$ cat src/design/bpc_pkg.sv
// ----------------------------------------------------------------
// Compensation package
// Widths, constants and shared types of the compensation block.
// ----------------------------------------------------------------
`default_nettype none

package bpc_pkg;

    localparam int RawW     = 20;
    localparam int TempW    = 15;
    localparam int PressW   = 32;
    localparam int CfgW     = 64;
    localparam int CfgIdxW  = 3;
    localparam int DivSteps = 64;
    localparam int P4Shift  = 35;

    localparam logic signed [TempW-1:0] TempMin = -15'sd4000;
    localparam logic signed [TempW-1:0] TempMax = 15'sd8500;
    localparam logic signed [31:0] TempMin32    = -32'sd4000;
    localparam logic signed [31:0] TempMax32    = 32'sd8500;
    localparam logic signed [31:0] TempRound    = 32'sd128;
    localparam logic signed [23:0] FineOffset   = 24'sd128000;
    localparam logic [11:0] PressScale          = 12'd3125;
    localparam logic [20:0] PressBase           = 21'd1048576;
    localparam logic [63:0] ZBias               = 64'd1 << 47;

    typedef enum logic [CfgIdxW-1:0] {
        CFG_T1  = 3'd0,
        CFG_T2  = 3'd1,
        CFG_T3  = 3'd2,
        CFG_P1  = 3'd3,
        CFG_P25 = 3'd4,
        CFG_P69 = 3'd5
    } cfg_idx_t;

    typedef struct packed {
        logic [15:0] t1;
        logic [15:0] t2;
        logic [15:0] t3;
        logic [15:0] p1;
        logic [15:0] p2;
        logic [15:0] p3;
        logic [15:0] p4;
        logic [15:0] p5;
        logic [15:0] p6;
        logic [15:0] p7;
        logic [15:0] p8;
        logic [15:0] p9;
    } cfg_t;

    typedef struct packed {
        logic [TempW-1:0] temp;
        logic             sat;
        logic [RawW-1:0]  ap;
    } side_t;

endpackage

`default_nettype wire

$ cat src/design/bpc_temp.sv
// ----------------------------------------------------------------
// Temperature pipeline
// Five stages that form the fine temperature term, the clamped
// temperature and the offset term that starts the pressure path.
// ----------------------------------------------------------------
`default_nettype none

module bpc_temp
    import bpc_pkg::*;
(
    input  wire logic            clk,
    input  wire logic            rst_n,
    input  wire cfg_t            cfg,
    input  wire logic            up_valid,
    output logic                 up_ready,
    input  wire logic [RawW-1:0] raw_t,
    input  wire logic [RawW-1:0] raw_p,
    output logic                 dn_valid,
    input  wire logic            dn_ready,
    output logic signed [23:0]   x_out,
    output side_t                side_out
);

    localparam int N = 5;

    logic [N-1:0] v_reg;
    logic [N-1:0] ce;

    logic signed [17:0] d1_reg, d1_next;
    logic signed [16:0] d2_reg, d2_next;
    logic signed [33:0] m1_full, m2_full;
    logic signed [31:0] m1_reg, m2_reg;
    logic signed [31:0] s2, v1_next, v1_reg;
    logic signed [47:0] m3_full;
    logic signed [31:0] m3_reg, v2, fine_next, fine_reg;
    logic signed [31:0] tc_pre, tc;
    logic signed [31:0] tc_clamped;
    logic               sat_next;
    logic signed [23:0] x_next, x_reg;
    logic [RawW-1:0]    ap_reg [N-1];
    side_t              side_reg, side_next;

    always_comb
    begin
        ce[N-1] = !v_reg[N-1] || dn_ready;
        for (int k = N - 2; k >= 0; k--)
        begin
            ce[k] = !v_reg[k] || ce[k+1];
        end
    end

    always_ff @(posedge clk or negedge rst_n)
    begin
        if (!rst_n)
        begin
            v_reg <= '0;
        end
        else
        begin
            if (ce[0])
            begin
                v_reg[0] <= up_valid;
            end
            for (int k = 1; k < N; k++)
            begin
                if (ce[k])
                begin
                    v_reg[k] <= v_reg[k-1];
                end
            end
        end
    end

    always_comb
    begin
        d1_next  = $signed({1'b0, raw_t[19:3]}) - $signed({1'b0, cfg.t1, 1'b0});
        d2_next  = $signed({1'b0, raw_t[19:4]}) - $signed({1'b0, cfg.t1});
        m1_full  = d1_reg * $signed(cfg.t2);
        m2_full  = d2_reg * d2_reg;
        v1_next  = m1_reg >>> 11;
        s2       = m2_reg >>> 12;
        m3_full  = s2 * $signed(cfg.t3);
        v2       = m3_reg >>> 14;
        fine_next = v1_reg + v2;
        tc_pre   = (fine_reg <<< 2) + fine_reg + TempRound;
        tc       = tc_pre >>> 8;
        sat_next = 1'b0;
        tc_clamped = tc;
        if (tc < TempMin32)
        begin
            tc_clamped = TempMin32;
            sat_next   = 1'b1;
        end
        if (tc > TempMax32)
        begin
            tc_clamped = TempMax32;
            sat_next   = 1'b1;
        end
        x_next = fine_reg[23:0] - FineOffset;
        side_next.temp = tc_clamped[TempW-1:0];
        side_next.sat  = sat_next;
        side_next.ap   = ap_reg[N-2];
    end

    always_ff @(posedge clk)
    begin
        if (ce[0])
        begin
            d1_reg    <= d1_next;
            d2_reg    <= d2_next;
            ap_reg[0] <= raw_p;
        end
        if (ce[1])
        begin
            m1_reg    <= m1_full[31:0];
            m2_reg    <= m2_full[31:0];
            ap_reg[1] <= ap_reg[0];
        end
        if (ce[2])
        begin
            v1_reg    <= v1_next;
            m3_reg    <= m3_full[31:0];
            ap_reg[2] <= ap_reg[1];
        end
        if (ce[3])
        begin
            fine_reg  <= fine_next;
            ap_reg[3] <= ap_reg[2];
        end
        if (ce[4])
        begin
            x_reg    <= x_next;
            side_reg <= side_next;
        end
    end

    assign up_ready = ce[0];
    assign dn_valid = v_reg[N-1];
    assign x_out    = x_reg;
    assign side_out = side_reg;

endmodule

`default_nettype wire

$ cat config.mk
export PLATFORM = sky130hd
export DESIGN_NAME = bpc_temp
export DESIGN_NICKNAME = d
export VERILOG_FILES = /design/src/design/bpc_pkg.sv /design/src/design/bpc_temp.sv
export SDC_FILE = /design/constraint.sdc
export NUM_CORES = 2
export LEC_CHECK = 0
export ABC_AREA = 1
export BUFFER_PORTS_ARGS = -buffer_cell sky130_fd_sc_hd__buf_4
export CORE_ASPECT_RATIO = 1.2
export CORE_MARGIN = 2
export CORE_UTILIZATION = 45
export DETAILED_ROUTE_END_ITERATION = 8
export GPL_TIMING_DRIVEN = 1
export HOLD_SLACK_MARGIN = 0.15
export SLEW_MARGIN = 30
export SYNTH_ARGS = -nofsm -noshare
export SYNTH_HDL_FRONTEND = slang
export SYNTH_SLANG_ARGS = --single-unit
$ cat constraint.sdc
create_clock -name clk -period 14.8 [get_ports clk]
set_input_delay 2.96 -clock clk [delete_from_list [all_inputs] [get_ports clk]]
set_output_delay 2.96 -clock clk [all_outputs]
set_load 0.05 [all_outputs]
* Word level (Yosys, flattened, before mapping)
Memory sizes are Yosys's and may differ from the RTL's. A register that Yosys moved wholly into a read port is not among the register bits. Index checks and enable logic that the tools add are counted. W data, S select, Z words.
Word-level totals: output and inout port bits 62, memories 1, RAM bits 80, logic and storage cells 49, input port bits 236, register bits 229
Operators by class: multipliers 3, $add $sub $neg 6, reductions and logical operators 11, multiplexer cells 10, magnitude comparators 2
Memory list:
- ap_reg | depth 4, width 20, read ports 4, clocked after Yosys merged registers in 1, write ports 4, RTL line bpc_temp.sv:40 | logic [RawW-1:0] ap_reg [N-1];
Operators with widths (number):
- $add A32 B32 Y32 | 1
- $add A32 B9 Y32 const B | 1
- $mul A17 B17 Y32 | 1
- $mul A18 B16 Y32 | 1
- $mul A20 B16 Y32 | 1
- $gt A24 B15 Y1 const B | 1
- $lt A24 B13 Y1 const B | 1
- $sub A24 B17 Y24 const B | 1
- $add A21 B18 Y22 | 1
- $sub A17 B17 Y18 | 1
- $sub A16 B16 Y17 | 1
- $mux W15 | 1
- $mux W1 | 9
- $logic_not A1 Y1 | 5
- $logic_or A1 B1 Y1 | 5
- $reduce_or A2 Y1 | 1

* Logic depth before layout (Yosys ltp)
depth in word-level cells 8, gate-level depth with buffers 28, mapped depth without buffers 26

* Worst setup path after synthesis
No wires, ideal clock.
path type input to output, start in dn_ready, end out up_ready, path buffers 0, slack 3.987 ns, data arrival time 7.853 ns, cell stages on the path 8, cell sequence nor2_1 inv_1 nor2_1 inv_1 nor2_1 inv_1 nor2_1 nand2_1
Between the ends: word-level cells in the longest chain between the ends 5
RTL lines:
- from (decl) | RTL line bpc_temp.sv:19 | input wire logic dn_ready,
- $logic_or A1 B1 Y1 | RTL line bpc_temp.sv:45 | ce[N-1] = !v_reg[N-1] || dn_ready;
- named net ce[4] | RTL line bpc_temp.sv:27 | logic [N-1:0] ce;
- $logic_or A1 B1 Y1 | RTL line bpc_temp.sv:48 | ce[k] = !v_reg[k] || ce[k+1];
- named net ce[3] | RTL line bpc_temp.sv:27
- $logic_or A1 B1 Y1 | RTL line bpc_temp.sv:48
- named net ce[2] | RTL line bpc_temp.sv:27
- $logic_or A1 B1 Y1 (2 in a row) | RTL line bpc_temp.sv:48
- to (decl) | RTL line bpc_temp.sv:15 | output logic up_ready,
The timed path passes the listed nets, and every way through them passes these cells.

* Final worst setup path
start in cfg[148] in the netlist's numbering, end reg m3_reg[31], data pin
Between the ends: word-level cells in the longest chain between the ends 1
RTL lines:
- from (decl) | RTL line bpc_temp.sv:13 | input wire cfg_t cfg,
- $mul A20 B16 Y32 | RTL line bpc_temp.sv:82 | m3_full = s2 * $signed(cfg.t3);
- named net m3_full[31] | RTL line bpc_temp.sv:34 | logic signed [47:0] m3_full;
- to (signal assigned) | RTL line bpc_temp.sv:122 | m3_reg <= m3_full[31:0];
- to (decl) | RTL line bpc_temp.sv:35 | logic signed [31:0] m3_reg, v2, fine_next, fine_reg;
The timed path passes the listed nets, and every way through them passes these cells. A chain may end at the register's enable or synchronous reset.

==> results.txt <==
outcome = complete, no violations
count leader, synth = inv_1
Worst setup EP type = flop
Critical Path Slowest Stage Cell = xnor2_1
Die H = 342 µm
Die Area = 97500 µm²
#FFs+latches synth = 265
fmax = 117 MHz
max incr delay on CP = 0.64 ns
WP buf/inv = 7
total clock buffers created by CTS = 30
Post-synth EDFFs = 260
Post-CTS Hold Fix Bufs = 0
cell taking the most area after synthesis = fa_1
DR iter-0 viols = 1331
die width = 285 µm
Stages on worst setup path = 20
reg2reg path depth = 18
Clock Skew = 0.0259 ns
Finished Core Util = 49.1%
reg-to-reg endpoint = m1_reg[25]
HP Class = flop to flop
Hold Crit Start = m1_reg[27]
max-cap violations = 0
Worst-Margin Slew = 0.943 ns
reg-to-reg startpoint = d1_reg[17]
area share of the largest cell type after synthesis = 38.2%
leading post-synthesis cells by cell area = fa_1, edfxtp_1, inv_1, ha_1, nand2_1
count of final setup violators = 0
Nets = 6235
Slew headroom = 37.2%
WL/cell = 15.3 µm
Yosys cell types = 47
CTS resizes = 0
core outline area = 94000 µm²
Crit path required time = 15.09 ns
Syn Std Cell Area = 42800 µm²
DR DRC count = 0
htree depth = 1
sequential area share after synthesis = 18.6%
fraction of registers with async set/reset = 1.89%
routed vias = 29600
Clock Latency Late Sink = 0.60 ns
WL final = 94100 µm
critical path arrival = 8.82 ns
Clock Path Buffers = 3
sequence of cells on the critical path = buf_4, nand2_1, fa_1, inv_1, fa_1, inv_1, fa_1, inv_1, fa_1, inv_1, fa_1, inv_1, fa_1, ha_1, inv_1, nor3_1, nand2_1, o211ai_1, a21oi_1, xnor2_1
Worst setup endpoint = m3_reg[31]
Setup Crit Path Kind = primary input to flop
first-pass GRT wire length = 159000 µm
drt via density = 4.82
endpoints failing hold = 0
initial antenna violation count = 1
setup TNS = 0 ns
YS warnings = 0
Tcrit/Tclk final = 57.6%
vias in the first global route = 31900
ys flop type = edfxtp_1
setup repair after global routing missed its margin = no
crit-path max FO = 20
CTS sink count = 265
Tot GR Track Use = 20.1%
largest net degree at the start of global routing = 62
hpwl dp = 76500 µm
synth cell count leaders = inv_1, nand2_1, fa_1
Synth-to-Final Area Change = 7.89%
CTS tree = yes
post-CTS setup buffers = 0
post-route ant nets = 0
global route total overflow = 0
Reg clk slew, reported paths = 0.07 ns
Placer Congestion = 0.862
Fin Hold WS = 0.409 ns
Final Max Slew Viols = 0
delay-heaviest family, CP = adder cells
Row Count = 123
Port Buf Inserts = 150
r2r setup slk = 7.87 ns
crit start category = primary input
Syn Nets = 6182
initial core utilization = 45.5%
# IOs = 298
Worst Setup SP = cfg[148]
post-layout min period = 8.53 ns
layout cell share with drive strength beyond 1 = 5.36%
first-pass iteration count of the detailed router = 5
cell count after synthesis = 4807
number of flip-flops in the largest register = 80
Post-Syn Area per Cell = 8.89 µm²
CTS root buffer = clkbuf_16
[routing by layer]
layer  up-vias  GRT usage (%)  wire (µm)
met4         2           5.26       2470
met5         -              0         13
li1      14100              -          -
met3       137           1.51       3490
met2       550           37.4      49400
met1     14800           25.3      38800
[stage by stage]
| stage | instance area (µm²) | std cells | setup WS [ns] |
|---|---|---|---|
| after floorplan | 42800 | 4807 | 3.99 |
| after global placement | 45100 | 6078 | 5.74 |
| after detailed placement | 45100 | 6078 | 5.71 |
| after CTS | 46100 | 6134 | 6.32 |
| after global routing | 46100 | 6134 | 6.02 |
| final | 46100 | 6135 | 6.27 |
[worst min path at each step]
stage / to / slack, ns / cells after the start
after CTS: v1_reg[12] / 0.41 / 0
final: v1_reg[16] / 0.41 / 0
after global placement: ap_reg[1][8] / 0.40 / 0
after floorplan: ap_reg[1][0] / 0.40 / 0
after detailed placement: ap_reg[1][12] / 0.40 / 0
after global routing: side_out[5] / 0.42 / 0
[cell families after synthesis]
logic type,Yosys count,share of synthesized area [%]
xor+xnor,165,3.38
fa+ha+maj,1139,47.7
buf+inv,1635,14.4
compound gates,303,3.98
flops,265,18.6
simple gates,1300,12.1
[placed cells by master (no fill, tap or decap), drive strengths merged, types with 7 or more instances in the layout]
master and instances:
a21o 11, a21oi 161, buf 178, clkbuf 31, clkinv 14, clkinvlp 7
edfxtp 260, fa 816, ha 323, inv 1477, nand2 1023, nand3 63
nand4 20, nor2 146, nor3 18, nor4 7, o211ai 8, o21ai 82
o21bai 10, or2 13, xnor2 60, xor2 105
[final cells by class]
class	count	area, µm²
tap	1250	1560
clock buffer	31	754
fill	9016	47900
timing repair buffer	178	1340
multi-input combinational	2907	28700
sequential	265	7930
antenna	1	2.50
clock inverter	25	307
inverter	1478	5550
Power is not shown: default switching activity piles up to over one toggle a cycle in this logic, so the estimate is an artifact.
